$ cat config.mk
export PLATFORM = sky130hd
export DESIGN_NAME = variable_width_table_crc_hash
export DESIGN_NICKNAME = d
export VERILOG_FILES = /design/src/sv/vwch_pkg.sv /design/src/sv/vwch_step.sv /design/src/sv/variable_width_table_crc_hash.sv
export VERILOG_INCLUDE_DIRS = /design/src /design/src/sv
export SDC_FILE = /design/constraint.sdc
export NUM_CORES = 1
export LEC_CHECK = 0
export ABC_AREA = 1
export BUFFER_PORTS_ARGS = -buffer_cell sky130_fd_sc_hd__buf_2
export CAP_MARGIN = 5
export CELL_PAD_IN_SITES_DETAIL_PLACEMENT = 0
export CELL_PAD_IN_SITES_GLOBAL_PLACEMENT = 2
export CORE_AREA = 3 3 190 192
export DETAILED_ROUTE_END_ITERATION = 10
export DIE_AREA = 0 0 193 195
export GPL_TIMING_DRIVEN = 0
export PLACE_DENSITY_LB_ADDON = 0.1
export SETUP_SLACK_MARGIN = 0.15
export SLEW_MARGIN = 20
export SYNTH_ARGS = -nofsm -noshare
export SYNTH_HDL_FRONTEND = slang
export SYNTH_HIERARCHICAL = 1
export SYNTH_SLANG_ARGS = --single-unit
$ cat constraint.sdc
create_clock -name clk -period 5.75 [get_ports clk]
set_input_delay 0.575 -clock clk [delete_from_list [all_inputs] [get_ports clk]]
set_output_delay 0.575 -clock clk [all_outputs]
set_load 0.05 [all_outputs]
$ cat src/sv/variable_width_table_crc_hash_defines.svh
// assertion helpers shared by the hash block
`ifndef VARIABLE_WIDTH_TABLE_CRC_HASH_DEFINES_SVH
`define VARIABLE_WIDTH_TABLE_CRC_HASH_DEFINES_SVH

// same-cycle implication, disabled during reset
`define VWCH_ASSERT_NOW(name, clk_i, rst_ni, ante, cons) \
  name: assert property (@(posedge clk_i) disable iff (!rst_ni) (ante) |-> (cons)) \
    else $error("vwch assertion failed");

// next-cycle implication, disabled during reset
`define VWCH_ASSERT_NEXT(name, clk_i, rst_ni, ante, cons) \
  name: assert property (@(posedge clk_i) disable iff (!rst_ni) (ante) |=> (cons)) \
    else $error("vwch assertion failed");

`endif

$ cat src/sv/vwch_pkg.sv
`default_nettype none

package vwch_pkg;

  // field widths
  localparam int unsigned BYTE_W        = 8;
  localparam int unsigned HASH_OUT_W    = 32;
  localparam int unsigned CFG_W         = 6;
  localparam int unsigned POLY_W        = 64;
  localparam int unsigned MIN_HASH_BITS = 16;

  // seed and full-length polynomial
  localparam logic [HASH_OUT_W-1:0] SEED      = 32'h0CD5_E44A;
  localparam logic [POLY_W-1:0]     POLY_FULL = 64'h0060_0340_00F0_D50B;

  typedef logic [CFG_W-1:0]  width_t;
  typedef logic [BYTE_W-1:0] byte_t;

  localparam width_t MIN_WIDTH = width_t'(MIN_HASH_BITS);

  // one input word as held in the input stage
  typedef struct packed {
    byte_t data_byte;
    logic  first_byte;
  } in_word_t;

endpackage

`default_nettype wire

$ cat src/sv/vwch_step.sv
`default_nettype none

module vwch_step #(
  parameter int unsigned HASH_W = 32
) (
  input  wire vwch_pkg::width_t   hash_width,
  input  wire logic [HASH_W-1:0]  hash,
  input  wire vwch_pkg::in_word_t word,
  output logic [HASH_W-1:0]       hash_nxt
);

  logic [5:0]                  mask_sh;
  logic [HASH_W-1:0]           mask;
  logic [6:0]                  poly_sh;
  logic [vwch_pkg::POLY_W-1:0] poly_full_sh;
  logic [HASH_W-1:0]           poly;
  logic [HASH_W-1:0]           base;
  vwch_pkg::width_t            top_sh;
  vwch_pkg::byte_t             top_byte;
  logic [HASH_W-1:0]           reduce;

  // width mask and polynomial for the active width
  assign mask_sh      = 6'(HASH_W) - hash_width;
  assign mask         = {HASH_W{1'b1}} >> mask_sh;
  assign poly_sh      = 7'(vwch_pkg::POLY_W) - {1'b0, hash_width};
  assign poly_full_sh = vwch_pkg::POLY_FULL >> poly_sh;
  assign poly         = poly_full_sh[HASH_W-1:0] | HASH_W'(1);

  // restart from the masked seed on a first byte
  assign base = word.first_byte ? (vwch_pkg::SEED[HASH_W-1:0] & mask) : hash;

  // top byte sits at bits width-1 .. width-8
  assign top_sh   = hash_width - vwch_pkg::width_t'(vwch_pkg::BYTE_W);
  assign top_byte = vwch_pkg::byte_t'(base >> top_sh);

  // carry-less product of top byte and polynomial
  always_comb begin
    reduce = '0;
    for (int k = 0; k < vwch_pkg::BYTE_W; k++) begin
      if (top_byte[k]) begin
        reduce = reduce ^ (poly << k);
      end
    end
  end

  // shift in the new byte and fold in the reduction term
  assign hash_nxt = ((base << vwch_pkg::BYTE_W) ^ HASH_W'(word.data_byte) ^ reduce) & mask;

endmodule

`default_nettype wire

$ cat src/sv/variable_width_table_crc_hash.sv
// Byte-wise CRC-style hash with a hash width selectable from 16 to MAX_HASH_BITS.
// Input channel: in_valid/in_ready carry one message byte per word, with
// in_first_byte set on the first byte of a message to restart from the seed.
// Output channel: out_valid/out_ready return the running hash after every byte,
// zero above the active width.
// Configuration: cfg_wr_en writes cfg_wr_data as the hash width; values below 16
// act as 16 and values above MAX_HASH_BITS act as MAX_HASH_BITS. Write it only
// while no word is in flight.
// Pipeline: a byte passes the input register and then the hash register, which
// doubles as the output register. The update is a single XOR network, so one
// byte every cycle while the receiver keeps taking results.
// A stalled receiver holds the hash register; one more byte waits in the input
// register, after which in_ready drops until the result is taken.
// Reset clears both valids, sets the width to MAX_HASH_BITS and loads the seed,
// so bytes without a leading first byte continue from the seed.
`default_nettype none
`include "variable_width_table_crc_hash_defines.svh"

module variable_width_table_crc_hash #(
  parameter int unsigned MAX_HASH_BITS = 32
) (
  input  wire logic                                clk,
  input  wire logic                                rst_n,
  input  wire logic                                in_valid,
  output logic                                     in_ready,
  input  wire logic [vwch_pkg::BYTE_W-1:0]         in_data_byte,
  input  wire logic                                in_first_byte,
  output logic                                     out_valid,
  input  wire logic                                out_ready,
  output logic [vwch_pkg::HASH_OUT_W-1:0]          out_hash_value,
  input  wire logic                                cfg_wr_en,
  input  wire logic [vwch_pkg::CFG_W-1:0]          cfg_wr_data
);

  localparam int unsigned      HW        = MAX_HASH_BITS;
  localparam vwch_pkg::width_t MAX_WIDTH = vwch_pkg::width_t'(MAX_HASH_BITS);

  vwch_pkg::width_t   hash_width_r;
  vwch_pkg::width_t   hash_width_nxt;
  logic               s1_valid_r;
  vwch_pkg::in_word_t s1_word_r;
  logic               out_valid_r;
  logic [HW-1:0]      hash_r;
  logic [HW-1:0]      hash_nxt;
  logic               s1_adv;

  // clamp the written width to the supported range
  always_comb begin
    if (cfg_wr_data < vwch_pkg::MIN_WIDTH) begin
      hash_width_nxt = vwch_pkg::MIN_WIDTH;
    end else if (cfg_wr_data > MAX_WIDTH) begin
      hash_width_nxt = MAX_WIDTH;
    end else begin
      hash_width_nxt = cfg_wr_data;
    end
  end

  always_ff @(posedge clk) begin
    if (!rst_n) begin
      hash_width_r <= MAX_WIDTH;
    end else if (cfg_wr_en) begin
      hash_width_r <= hash_width_nxt;
    end
  end

  // handshake: the input stage moves on when the output slot is free or taken
  assign s1_adv   = !out_valid_r || out_ready;
  assign in_ready = !s1_valid_r || s1_adv;

  // input register
  always_ff @(posedge clk) begin
    if (!rst_n) begin
      s1_valid_r <= 1'b0;
    end else if (in_ready) begin
      s1_valid_r <= in_valid;
    end
  end

  always_ff @(posedge clk) begin
    if (in_valid && in_ready) begin
      s1_word_r <= '{data_byte: in_data_byte, first_byte: in_first_byte};
    end
  end

  // hash update network
  vwch_step #(
    .HASH_W (HW)
  ) u_step (
    .hash_width (hash_width_r),
    .hash       (hash_r),
    .word       (s1_word_r),
    .hash_nxt   (hash_nxt)
  );

  // running hash, also the output register
  always_ff @(posedge clk) begin
    if (!rst_n) begin
      out_valid_r <= 1'b0;
      hash_r      <= vwch_pkg::SEED[HW-1:0];
    end else begin
      if (s1_adv) begin
        out_valid_r <= s1_valid_r;
      end
      if (s1_valid_r && s1_adv) begin
        hash_r <= hash_nxt;
      end
    end
  end

  assign out_valid      = out_valid_r;
  assign out_hash_value = vwch_pkg::HASH_OUT_W'(hash_r);

  // checks
  `VWCH_ASSERT_NEXT(a_hash_upper_zero, clk, rst_n, s1_valid_r && s1_adv, (out_hash_value >> $past(hash_width_r)) == '0)
  `VWCH_ASSERT_NEXT(a_hash_hold, clk, rst_n, !(s1_valid_r && s1_adv), $stable(hash_r))
  `VWCH_ASSERT_NOW(a_width_range, clk, rst_n, 1'b1, (hash_width_r >= vwch_pkg::MIN_WIDTH) && (hash_width_r <= MAX_WIDTH))

endmodule

`default_nettype wire
Yosys cells after proc, flatten, opt, wreduce, memory -nomap -nowiden

Index checks and enable logic that the tools add are counted.

Register bits: 49
Input port bits: 20
Output and inout port bits: 34
Logic and storage cells: 41

$add $sub $neg: 3
Order comparisons: 2
Shifts and indexed selects: 3
Multiplexer cells: 11
Bitwise logic cells: 10
Reduce and logical (&&, ||, !) cells: 6

Operator list:

| kind                  | count |
|---|---|
| $mux 32               | 9 |
| $xor 32x32->32        | 8 |
| $shr 55x7->32 const A | 1 |
| $and 32x32->32        | 1 |
| $shr 32x6->32 const A | 1 |
| $shr 32x6->8          | 1 |
| $xor 32x8->32         | 1 |
| $mux 6                | 2 |
| $sub 7x6->7 const A   | 1 |
| $gt 6x6->1 const B    | 1 |
| $lt 6x5->1 const B    | 1 |
| $sub 6x4->6 const B   | 1 |
| $sub 6x6->6 const A   | 1 |
| $logic_and 1x1->1     | 2 |
| $logic_not 1->1       | 2 |
| $logic_or 1x1->1      | 2 |

Depth between registers and ports, before layout

Gate-level depths: netlist of the first run.

Word-level depth: 21
Mapped depth: 34
Depth with buffers taken out: 31

By module

The synthesis of the first run kept the hierarchy.

Modules (own cells, without submodules):

| module                        | instances | cells each | area an instance (µm²) | seq. area each (µm²) |
|---|---|---|---|---|
| vwch_step                     | 1         | 1,668      | 7,892.6                | 0.0 |
| variable_width_table_crc_hash | 1         | 196        | 1,730.4                | 1,071.0 |

Worst setup path after synthesis of the first run

No wires, ideal clock.

Path type: register to register
Start: register hash_width_r[0]
End: register hash_r[11], in the netlist out_hash_value[11]
Library setup time: 116 ps
Arrival time: 3,470 ps
Required time: 5,634 ps
Path slack: 2,164 ps
Cell stages (with the launch flop): 26
Path buffers: 4
Clock period less this slack: 3,586 ps
Path through: dfxtp_1 > buf_4 > inv_2 > buf_1 > ha_1 > inv_1 > nand2_1 > nand2_1 > buf_6 > or2_2 > o21ai_0 > nor2_1 > o22ai_1 > nand2_1 > nand2_1 > clkbuf_1 > nor2_1 > or2_2 > nand3_1 > nand3_1 > nand2_1 > nand2_1 > nand2_1 > nor2_1 > o21ai_0 > nor2_1

Cells in the longest elaborated chain, start to end: 21
Elaborated cells between the ends (all ways): 25
Classes of those cells: add/sub (3); shift (3); mux (9); bitwise (10)

RTL lines:

| element                  | RTL line                             | text |
|---|---|---|
| start: declaration       | variable_width_table_crc_hash.sv:38  | `vwch_pkg::width_t hash_width_r;` |
| start signal: assignment | variable_width_table_crc_hash.sv:62  | `hash_width_r <= hash_width_nxt;` |
| $sub 6x6->6              | vwch_step.sv:23                      | `assign mask_sh = 6'(HASH_W) - hash_width;` |
| $shr 32x6->32            | vwch_step.sv:24                      | `assign mask = {HASH_W{1'b1}} >> mask_sh;` |
| $mux 32                  | vwch_step.sv:30                      | `assign base = word.first_byte ? (vwch_pkg::SEED[HASH_W-1:0] & mask) : hash;` |
| $shr 32x6->8             | vwch_step.sv:34                      | `assign top_byte = vwch_pkg::byte_t'(base >> top_sh);` |
| $mux 32                  | vwch_step.sv:40                      | `if (top_byte[k]) begin` |
| $xor 32x32->32           | vwch_step.sv:41                      | `reduce = reduce ^ (poly << k);` |
| $mux 32                  | vwch_step.sv:40                      |  |
| $xor 32x32->32           | vwch_step.sv:41                      |  |
| [... 6 more ...]         | n/a                                  |  |
| $mux 32                  | vwch_step.sv:40                      |  |
| $xor 32x32->32           | vwch_step.sv:41                      |  |
| $mux 32                  | vwch_step.sv:40                      |  |
| $xor 32x32->32           | vwch_step.sv:41                      |  |
| $mux 32                  | vwch_step.sv:40                      |  |
| $xor 32x32->32           | vwch_step.sv:47                      | `assign hash_nxt = ((base << vwch_pkg::BYTE_W) ^ HASH_W'(word.data_byte) ^ reduce) & mask;` |
| $and 32x32->32 (*)       | vwch_step.sv:47                      |  |
| named net hash_nxt[11]   | variable_width_table_crc_hash.sv:44  | `logic [HW-1:0] hash_nxt;` |
| end signal: assignment   | variable_width_table_crc_hash.sv:99  | `hash_r <= vwch_pkg::SEED[HW-1:0];` |
| end signal: assignment   | variable_width_table_crc_hash.sv:105 | `hash_r <= hash_nxt;` |
| end: declaration         | variable_width_table_crc_hash.sv:43  | `logic [HW-1:0] hash_r;` |

The timed path passes the listed nets; every way through them passes the cells marked *.
A chain may end at the register's enable or synchronous reset.

Worst setup path in the final report of the first run

Start: register hash_width_r[0]
End: register hash_r[20], in the netlist out_hash_value[20]

The elaborated chain is that of the path after synthesis.

==> results.rst, run 1 <==
.. list-table::
   :header-rows: 1

   * - Metric
     - Value
   * - Tot GR Track Use
     - 0.2920
   * - Final routed DRC violation total
     - 0
   * - Number of hold violations in the final report
     - 0
   * - Initial antenna violation count
     - 0
   * - Average cell area after synthesis
     - 5.163 um^2
   * - Detailed router's first-iteration violation count
     - 1209
   * - Worst reg2reg path startpoint
     - hash_width_r[0]$_SDFFE_PN0P_
   * - Maximum number of pins on one net before global-route repair
     - 22
   * - Routed via count divided by cell count
     - 5.203
   * - Inserted Diodes
     - 0
   * - Number of placement rows
     - 68
   * - Kind of critical path
     - flip-flop to flip-flop
   * - Hold worst-path end
     - s1_word_r[0]$_DFFE_PP_
   * - Wire length of the first global-routing pass
     - 79.76 mm
   * - Setup repair bufs after CTS
     - 0
   * - Worst hold margin
     - 434.9 ps
   * - Peak supply drop
     - 0.0001096 V
   * - Setup Slack @ Placement
     - 13.24 ps
   * - Critical Path Max Stage Delay
     - 410 ps
   * - Area share of the leading cell type in the synthesized netlist
     - 0.2454
   * - Setup slack of the most critical reg-to-reg path
     - 360 ps
   * - Max H-tree Level
     - 2
   * - FILL cells
     - 4180
   * - Number of global-route vias before repair
     - 11396
   * - Result of the run
     - finished, final reports clean
   * - Maximum fanout along the worst path
     - 21
   * - Post-Synthesis Cell Area
     - 0.009623 mm^2
   * - Vias after detailed routing
     - 12379
   * - Clk slew on worst S/H paths
     - 90 ps
   * - Met2 global-route usage
     - 0.4768
   * - Total Power Consumption
     - 2713 uW
   * - Number of nets in the layout
     - 1952
   * - Placeable core region
     - 0.03454 mm^2
   * - Final setup violation count
     - 0
   * - Clock tree from TritonCTS
     - yes
   * - Post-route standard cell area excluding fillers
     - 0.01063 mm^2
   * - Static leakage
     - 0.005507 uW
   * - ANT nets after route
     - 0
   * - Critical register-to-register path endpoint
     - out_hash_value[20]$_SDFFE_PN1P_
   * - Dominant cell type by count on the critical path
     - sky130_fd_sc_hd__nand3_1
   * - Family of cells with the greatest summed delay on the critical path
     - simple AND/OR/NAND/NOR gates
   * - Hold_sp
     - in_first_byte
   * - Endpoint required time on the critical path
     - 6000 ps
   * - Final wirelength
     - 55.82 mm
   * - M1 GR Usage
     - 0.4104
   * - Count of hold-fix buffers inserted at cts
     - 0
   * - Data arrival, critical path
     - 5640 ps
   * - Routed length per placed instance
     - 23.46 um
   * - Setup repair after global routing missed its margin
     - no
   * - Clk root buf
     - sky130_fd_sc_hd__clkbuf_16
   * - Number of warnings reported in the yosys synthesis log
     - 6
   * - Gr ovfl total
     - 0
   * - Nets in the synthesized netlist
     - 1893
   * - Drt first pass iters
     - 5
   * - Cell variety after synth
     - 46
   * - Final weighted congestion of routability-driven global placement
     - 0.9553
   * - Number of instances in the synthesized netlist
     - 1864
   * - Worst-Margin Slew
     - 1118 ps
   * - Die Width
     - 193 um
   * - Post-synthesis register bit count
     - 49
   * - Leading cell type in the layout, fill and taps excluded
     - sky130_fd_sc_hd__nand2_1
   * - Height of the die
     - 195 um
   * - Number of buffers between clock root and the deepest sink
     - 2
   * - Placement Cell Area
     - 0.01047 mm^2
   * - Relative slew slack
     - 0.2519
   * - Type of element launching the critical path
     - flip-flop
   * - Share of flip-flops with an asynchronous set or reset
     - 0
   * - Layout Skew
     - 14.25 ps
   * - Busiest layer in global routing
     - met2
   * - Number of logic stages on the critical path including buffering
     - 26
   * - Flip-flop cell with the highest count after synthesis
     - sky130_fd_sc_hd__dfxtp_1
   * - Critical path buffers and inverters
     - 6
   * - Number of clock sinks
     - 49
   * - Number of max-cap violations
     - 0
   * - Ratio of total power to cell area
     - 255.2 mW/mm^2
   * - Area contributors post-synth
     - sky130_fd_sc_hd__nand2_1 25%, sky130_fd_sc_hd__nand3_1 13%, sky130_fd_sc_hd__nor2_1 9.5%
   * - Resize count post-CTS
     - 1
   * - Met3 Resource Use GR
     - 0.03788
   * - Worst-path cell with the longest stage delay
     - sky130_fd_sc_hd__dfxtp_1
   * - Commonest cells after routing, fill and taps aside
     - 629 x sky130_fd_sc_hd__nand2_1, 255 x sky130_fd_sc_hd__nand3_1, 242 x sky130_fd_sc_hd__nor2_1, 196 x sky130_fd_sc_hd__inv_1, 91 x sky130_fd_sc_hd__o21ai_0
   * - Full die area
     - 0.03764 mm^2
   * - Worst hold path cell count
     - 1
   * - Setup TNS
     - 0 ps
   * - Cell count of the worst reg-to-reg path
     - 26
   * - Initial cell density of the core
     - 0.2786
   * - Final period utilization
     - 0.9373
   * - Skew-Pair Late Insertion Delay
     - 320 ps
   * - Share of the yosys chip area belonging to registers
     - 0.1113
   * - Setup slack after layout
     - 360.5 ps
   * - Number of enable flip-flop cells after synthesis
     - 9
   * - Number of port buffers
     - 53
   * - Upper clock frequency limit
     - 0.1855 GHz
   * - Tightest Hold Check Type
     - primary input to flip-flop
   * - Critical Path Sink Type
     - flip-flop
   * - Number of pins with negative max-slew slack in the final report
     - 0
   * - Dpl hpwl
     - 45.55 mm
   * - Post-layout min period
     - 5390 ps
   * - Fraction of layout cells with a size suffix above 1
     - 0.09771
   * - Cell type contributing the most total cell area after synthesis
     - sky130_fd_sc_hd__nand2_1
   * - Number of CTS-inserted buffers
     - 5
   * - Synth-to-layout area growth
     - 10.47%
   * - Total I/O pin count
     - 54
## cell families after synthesis
kind of cell	after synthesis	synth area share
and+or+nand+nor	1218	0.5425
buffers and inverters	293	0.1347
AOI/OAI and AO/OA	201	0.1142
xor gates and xnor gates	93	0.08464
DFF	49	0.1113
adders and majority gates	9	0.01170
muxes	1	0.001040
## per-stage QoR
stage | utilization | instances
6_report | 0.3077 | 2379
5_1_grt | 0.3077 | 2379
3_3_place_gp | 0.3027 | 2372
3_5_place_dp | 0.3031 | 2373
2_1_floorplan | - | 1864
4_1_cts | 0.3076 | 2379
## Yosys cell counts, types with 3 or more instances
cell type                    n
sky130_fd_sc_hd__a31oi_1     5
sky130_fd_sc_hd__a21oi_1    59
sky130_fd_sc_hd__buf_4       5
sky130_fd_sc_hd__o211ai_1   10
sky130_fd_sc_hd__nand3_2     6
sky130_fd_sc_hd__nor2_1    243
sky130_fd_sc_hd__xnor2_1    33
sky130_fd_sc_hd__nor3_1     12
sky130_fd_sc_hd__clkbuf_1   15
sky130_fd_sc_hd__o21ai_0    92
sky130_fd_sc_hd__nand2_2    13
sky130_fd_sc_hd__inv_2       9
sky130_fd_sc_hd__or2_2       7
sky130_fd_sc_hd__buf_2      36
sky130_fd_sc_hd__o22ai_1     3
sky130_fd_sc_hd__inv_1     196
sky130_fd_sc_hd__o21ai_1    18
sky130_fd_sc_hd__nand3_1   255
sky130_fd_sc_hd__edfxtp_1    9
sky130_fd_sc_hd__buf_6      17
sky130_fd_sc_hd__dfxtp_1    40
sky130_fd_sc_hd__nor2_4      3
sky130_fd_sc_hd__nand2_1   629
sky130_fd_sc_hd__nand3b_1   15
sky130_fd_sc_hd__o21bai_1    3
sky130_fd_sc_hd__nor2_2     14
sky130_fd_sc_hd__ha_1        9
sky130_fd_sc_hd__xor2_1     60
sky130_fd_sc_hd__nand4_1    14
sky130_fd_sc_hd__a21oi_2     3
sky130_fd_sc_hd__buf_1       9
sky130_fd_sc_hd__clkinv_1    4
## sequential cells by signal, summed over array words and instances, names as in the netlist
register	count
hash_width_r	6
out_hash_value	32
out_valid	1
s1_valid_r	1
s1_word_r	9
## layer usage
| layer | vias up | routed length (um) |
|---|---|---|
| met5 | - | 0 |
| met4 | 0 | 1270 |
| met3 | 61 | 3090 |
| met2 | 434 | 25230 |
| met1 | 5864 | 26240 |
| li1 | 6020 | - |
## power by group
group,switching [uW],internal [uW]
sequential,32.5,377
clock,169,190
combinational,1460,489
total,1660,1060
## worst register-to-register path: stages (launching register included)
cell and delay [ps]:
sky130_fd_sc_hd__dfxtp_1 410, sky130_fd_sc_hd__buf_4 220, sky130_fd_sc_hd__inv_2 350, sky130_fd_sc_hd__ha_1 340, sky130_fd_sc_hd__inv_1 80, sky130_fd_sc_hd__nand2_1 60, sky130_fd_sc_hd__nand2_1 100, sky130_fd_sc_hd__nand2_1 220
sky130_fd_sc_hd__nand3_1 160, sky130_fd_sc_hd__inv_1 180, sky130_fd_sc_hd__nand3_2 150, sky130_fd_sc_hd__nand3_1 150, sky130_fd_sc_hd__nand3_1 120, sky130_fd_sc_hd__nand3_1 110, sky130_fd_sc_hd__nand3_1 100, sky130_fd_sc_hd__a21oi_2 400
sky130_fd_sc_hd__nand2_2 260, sky130_fd_sc_hd__inv_2 290, sky130_fd_sc_hd__buf_6 240, sky130_fd_sc_hd__nand2_1 90, sky130_fd_sc_hd__xor2_1 390, sky130_fd_sc_hd__nand3_1 180, sky130_fd_sc_hd__nand3_1 120, sky130_fd_sc_hd__nand2_1 50
sky130_fd_sc_hd__nor2_1 370, sky130_fd_sc_hd__nand2_1 130, sky130_fd_sc_hd__nand3_1 80
## final cells by class
| class | count | area (um^2) | share of cell area |
|---|---|---|---|
| Inverter | 211 | 799.5 | 0.07521 |
| Clock buffer | 6 | 150.1 | 0.01412 |
| Sequential cell | 49 | 1071 | 0.1008 |
| Clock inverter | 2 | 13.76 | 0.001295 |
| Timing Repair Buffer | 54 | 272.8 | 0.02566 |
| Multi-Input combinational cell | 1522 | 7262 | 0.6831 |
| Buffer | 80 | 491.7 | 0.04626 |
| Tap cell | 455 | 569.3 | 0.05355 |
## worst max path at each step
| stage | from | end | slack, ps |
|---|---|---|---|
| 6_report | hash_width_r[0]$_SDFFE_PN0P_ | out_hash_value[20]$_SDFFE_PN1P_ | 360 |
| 5_1_grt | hash_width_r[0]$_SDFFE_PN0P_ | out_hash_value[20]$_SDFFE_PN1P_ | 200 |
| 4_1_cts | hash_width_r[1]$_SDFFE_PN0P_ | out_hash_value[20]$_SDFFE_PN1P_ | 400 |
| 3_5_place_dp | hash_width_r[1]$_SDFFE_PN0P_ | out_hash_value[20]$_SDFFE_PN1P_ | 10 |
| 3_3_place_gp | hash_width_r[1]$_SDFFE_PN0P_ | out_hash_value[23]$_SDFFE_PN1P_ | -90 |
| 2_1_floorplan | hash_width_r[0]$_SDFFE_PN0P_ | out_hash_value[11]$_SDFFE_PN0P_ | 2160 |
Note: power is estimated with default switching activity, not from simulation.
==> run 2: changes to the inputs <==
- CORE_AREA: 3 3 190 192 -> 3 3 173 175
- DIE_AREA: 0 0 193 195 -> 0 0 176 178
==> run 2 against run 1 <==
  * Count of clock-buffer cells in the layout shrank 1
  * Utilization grew 6.0 points
  * Total power shrank 1.8%
  * Sequential cell count is the same
  * Worst hold slack gained 11 ps
  * Critical path type unchanged
==> results.rst, run 2 (synthesis results as in run 1) <==
.. list-table::
   :header-rows: 1

   * - Metric
     - Value
   * - Number of hold violations in the final report
     - 0 (unchanged)
   * - Number of CTS-inserted buffers
     - 5 (unchanged)
   * - Post-Place Cells
     - 2302 (was 2373)
   * - Gr ovfl total
     - 0 (unchanged)
   * - Vias after detailed routing
     - 12660 (was 12379)
   * - Fraction of layout cells with a size suffix above 1
     - 0.09875 (was 0.09771)
   * - Routed length per placed instance
     - 23.25 um (was 23.46 um)
   * - Dominant cell type by count on the critical path
     - sky130_fd_sc_hd__nand2_1 (was sky130_fd_sc_hd__nand3_1)
   * - Setup repair after global routing missed its margin
     - no (unchanged)
   * - Maximum number of pins on one net before global-route repair
     - 22 (unchanged)
   * - Final period utilization
     - 0.9182 (was 0.9373)
   * - FILL cells
     - 3376 (was 4180)
   * - Type of element launching the critical path
     - flip-flop (unchanged)
   * - Number of global-route vias before repair
     - 11606 (was 11396)
   * - Final setup violation count
     - 0 (unchanged)
   * - Area of the multi-input gates
     - 0.007262 mm^2 (unchanged)
   * - Relative slew slack
     - 0.2489 (was 0.2519)
   * - Leading cell type in the layout, fill and taps excluded
     - sky130_fd_sc_hd__nand2_1 (unchanged)
   * - Final routed DRC violation total
     - 0 (unchanged)
   * - Number of pins with negative max-slew slack in the final report
     - 0 (unchanged)
   * - Critical path buffers and inverters
     - 7 (was 6)
   * - Detailed router's first-iteration violation count
     - 1324 (was 1209)
   * - Critical Path Sink Type
     - flip-flop (unchanged)
   * - Routed via count divided by cell count
     - 5.483 (was 5.203)
   * - Commonest cells after routing, fill and taps aside
     - 629 x sky130_fd_sc_hd__nand2_1, 255 x sky130_fd_sc_hd__nand3_1, 242 x sky130_fd_sc_hd__nor2_1, 196 x sky130_fd_sc_hd__inv_1, 91 x sky130_fd_sc_hd__o21ai_0 (unchanged)
   * - Number of port buffers
     - 53 (unchanged)
   * - Total I/O pin count
     - 54 (unchanged)
   * - Clk root buf
     - sky130_fd_sc_hd__clkbuf_16 (unchanged)
   * - Placeable core region
     - 0.02863 mm^2 (was 0.03454 mm^2)
   * - Placement Cell Area
     - 0.01038 mm^2 (was 0.01047 mm^2)
   * - Peak supply drop
     - 0.0001627 V (was 0.0001096 V)
   * - Area used by sequential logic in the layout
     - 0.001071 mm^2 (unchanged)
   * - Initial cell density of the core
     - 0.3362 (was 0.2786)
   * - Number of placement rows
     - 62 (was 68)
   * - Wire length of the first global-routing pass
     - 78.44 mm (was 79.76 mm)
   * - Family of cells with the greatest summed delay on the critical path
     - simple AND/OR/NAND/NOR gates (unchanged)
   * - Critical Path Max Stage Delay
     - 490 ps (was 410 ps)
   * - Setup repair bufs after CTS
     - 0 (unchanged)
   * - Worst-path cell with the longest stage delay
     - sky130_fd_sc_hd__dfxtp_1 (unchanged)
   * - Dpl hpwl
     - 43.76 mm (was 45.55 mm)
   * - Initial antenna violation count
     - 1 (was 0)
   * - Kind of critical path
     - flip-flop to flip-flop (unchanged)
   * - Post-route standard cell area excluding fillers
     - 0.01054 mm^2 (was 0.01063 mm^2)
   * - Maximum fanout along the worst path
     - 18 (was 21)
   * - Number of buffers between clock root and the deepest sink
     - 2 (unchanged)
   * - Full die area
     - 0.03133 mm^2 (was 0.03764 mm^2)
   * - Drt first pass iters
     - 5 (unchanged)
   * - Tot GR Track Use
     - 0.3395 (was 0.2920)
   * - Max H-tree Level
     - 2 (unchanged)
   * - Synth-to-layout area growth
     - 9.531% (was 10.47%)
   * - Tightest Hold Check Type
     - primary input to flip-flop (unchanged)
   * - Final wirelength
     - 53.68 mm (was 55.82 mm)
   * - Ratio of total power to cell area
     - 252.7 mW/mm^2 (was 255.2 mW/mm^2)
   * - Result of the run
     - finished, final reports clean (unchanged)
   * - Data arrival, critical path
     - 5490 ps (was 5640 ps)
   * - Skew-Pair Late Insertion Delay
     - 310 ps (was 320 ps)
   * - Number of nets in the layout
     - 1952 (unchanged)
   * - Post-Layout Cell Count
     - 2309 (was 2379)
   * - Worst-Margin Slew
     - 1127 ps (was 1118 ps)
   * - Upper clock frequency limit
     - 0.1894 GHz (was 0.1855 GHz)
   * - Layout Skew
     - 11.53 ps (was 14.25 ps)
   * - Number of max-cap violations
     - 0 (unchanged)
   * - Number of flip-flops in the largest register
     - 32 (unchanged)
   * - Number of clock sinks
     - 49 (unchanged)
   * - Die Width
     - 176 um (was 193 um)
   * - Final weighted congestion of routability-driven global placement
     - 0.9652 (was 0.9553)
   * - Endpoint required time on the critical path
     - 5960 ps (was 6000 ps)
   * - Utilization after layout
     - 0.3682 (was 0.3077)
   * - Clk slew on worst S/H paths
     - 80 ps (was 90 ps)
   * - Count of hold-fix buffers inserted at cts
     - 0 (unchanged)
   * - Clock tree from TritonCTS
     - yes (unchanged)
   * - Height of the die
     - 178 um (was 195 um)
   * - Static leakage
     - 0.005496 uW (was 0.005507 uW)
   * - Post-layout min period
     - 5280 ps (was 5390 ps)
   * - ANT nets after route
     - 0 (unchanged)
run 2: power by group:
| part | total (uW) | leakage [uW] | switching (uW) | internal, uW |
|---|---|---|---|---|
| combinational | 1920 | 0.00500 | 1430 | 490 |
| clock | 333 | 0.0000763 | 165 | 168 |
| sequential | 413 | 0.000418 | 35.8 | 377 |
| total | 2660 | 0.00550 | 1630 | 1030 |
run 2: what timing repair did:
item                                    CTS  global route
gates cloned                              0             0
pin swaps                                 0             0
endpoints found under the setup margin    7             4
hold endpoints to repair                  0             0
gates resized for setup                   1             3
run 2: path summary, 6_finish.rpt:
check	slack, ps	end	cells after the start	startpoint
max	470	out_hash_value[9]$_SDFFE_PN0P_	29	hash_width_r[1]$_SDFFE_PN0P_
min	450	s1_word_r[4]$_DFFE_PP_	1	in_data_byte[3]
max reg2reg	470	out_hash_value[9]$_SDFFE_PN0P_	29	hash_width_r[1]$_SDFFE_PN0P_
min reg2reg	480	hash_width_r[2]$_SDFFE_PN0P_	2	hash_width_r[2]$_SDFFE_PN0P_
run 2: stage by stage:
step	setup WS, ps	TNS, ps	power [uW]	hold slack [ps]
2_1_floorplan	2164	0	1610	456.2
3_5_place_dp	120.3	0	2270	470.0
4_1_cts	499.3	0	2608	439.2
6_report	470.5	0	2664	446.3
3_3_place_gp	-2.130	-2.130	2275	466.4
5_1_grt	155.5	0	2829	434.8
run 2: worst reg2reg max path: cells and delay by family (launching register included):
kind | cells | cell delay, ps
AND/OR/NAND/NOR | 19 | 2520
buffers and inverters | 7 | 1360
flip-flops | 1 | 490
adder cells (fa/ha/maj) | 1 | 400
XOR/XNOR | 1 | 200
AO/OA/AOI/OAI | 1 | 200
run 2: routing by layer:
layer | GRT usage | vias up | share of wire
li1 | - | 6027 | -
met1 | 0.4736 | 5909 | 0.45
met2 | 0.5300 | 601 | 0.43
met3 | 0.04513 | 121 | 0.080
met4 | 0.1343 | 2 | 0.045
met5 | 0 | - | 0.00022
run 2: area by class of cell:
type / instances / area share
tap: 384 / 0.04558
antenna: 1 / 0.0002374
clock inverter: 3 / 0.002730
timing repair buffer: 54 / 0.02588
clock buffer: 5 / 0.01187
inverter: 211 / 0.07645
buffer: 80 / 0.04665
multi-input combinational: 1522 / 0.6890
sequential: 49 / 0.1016
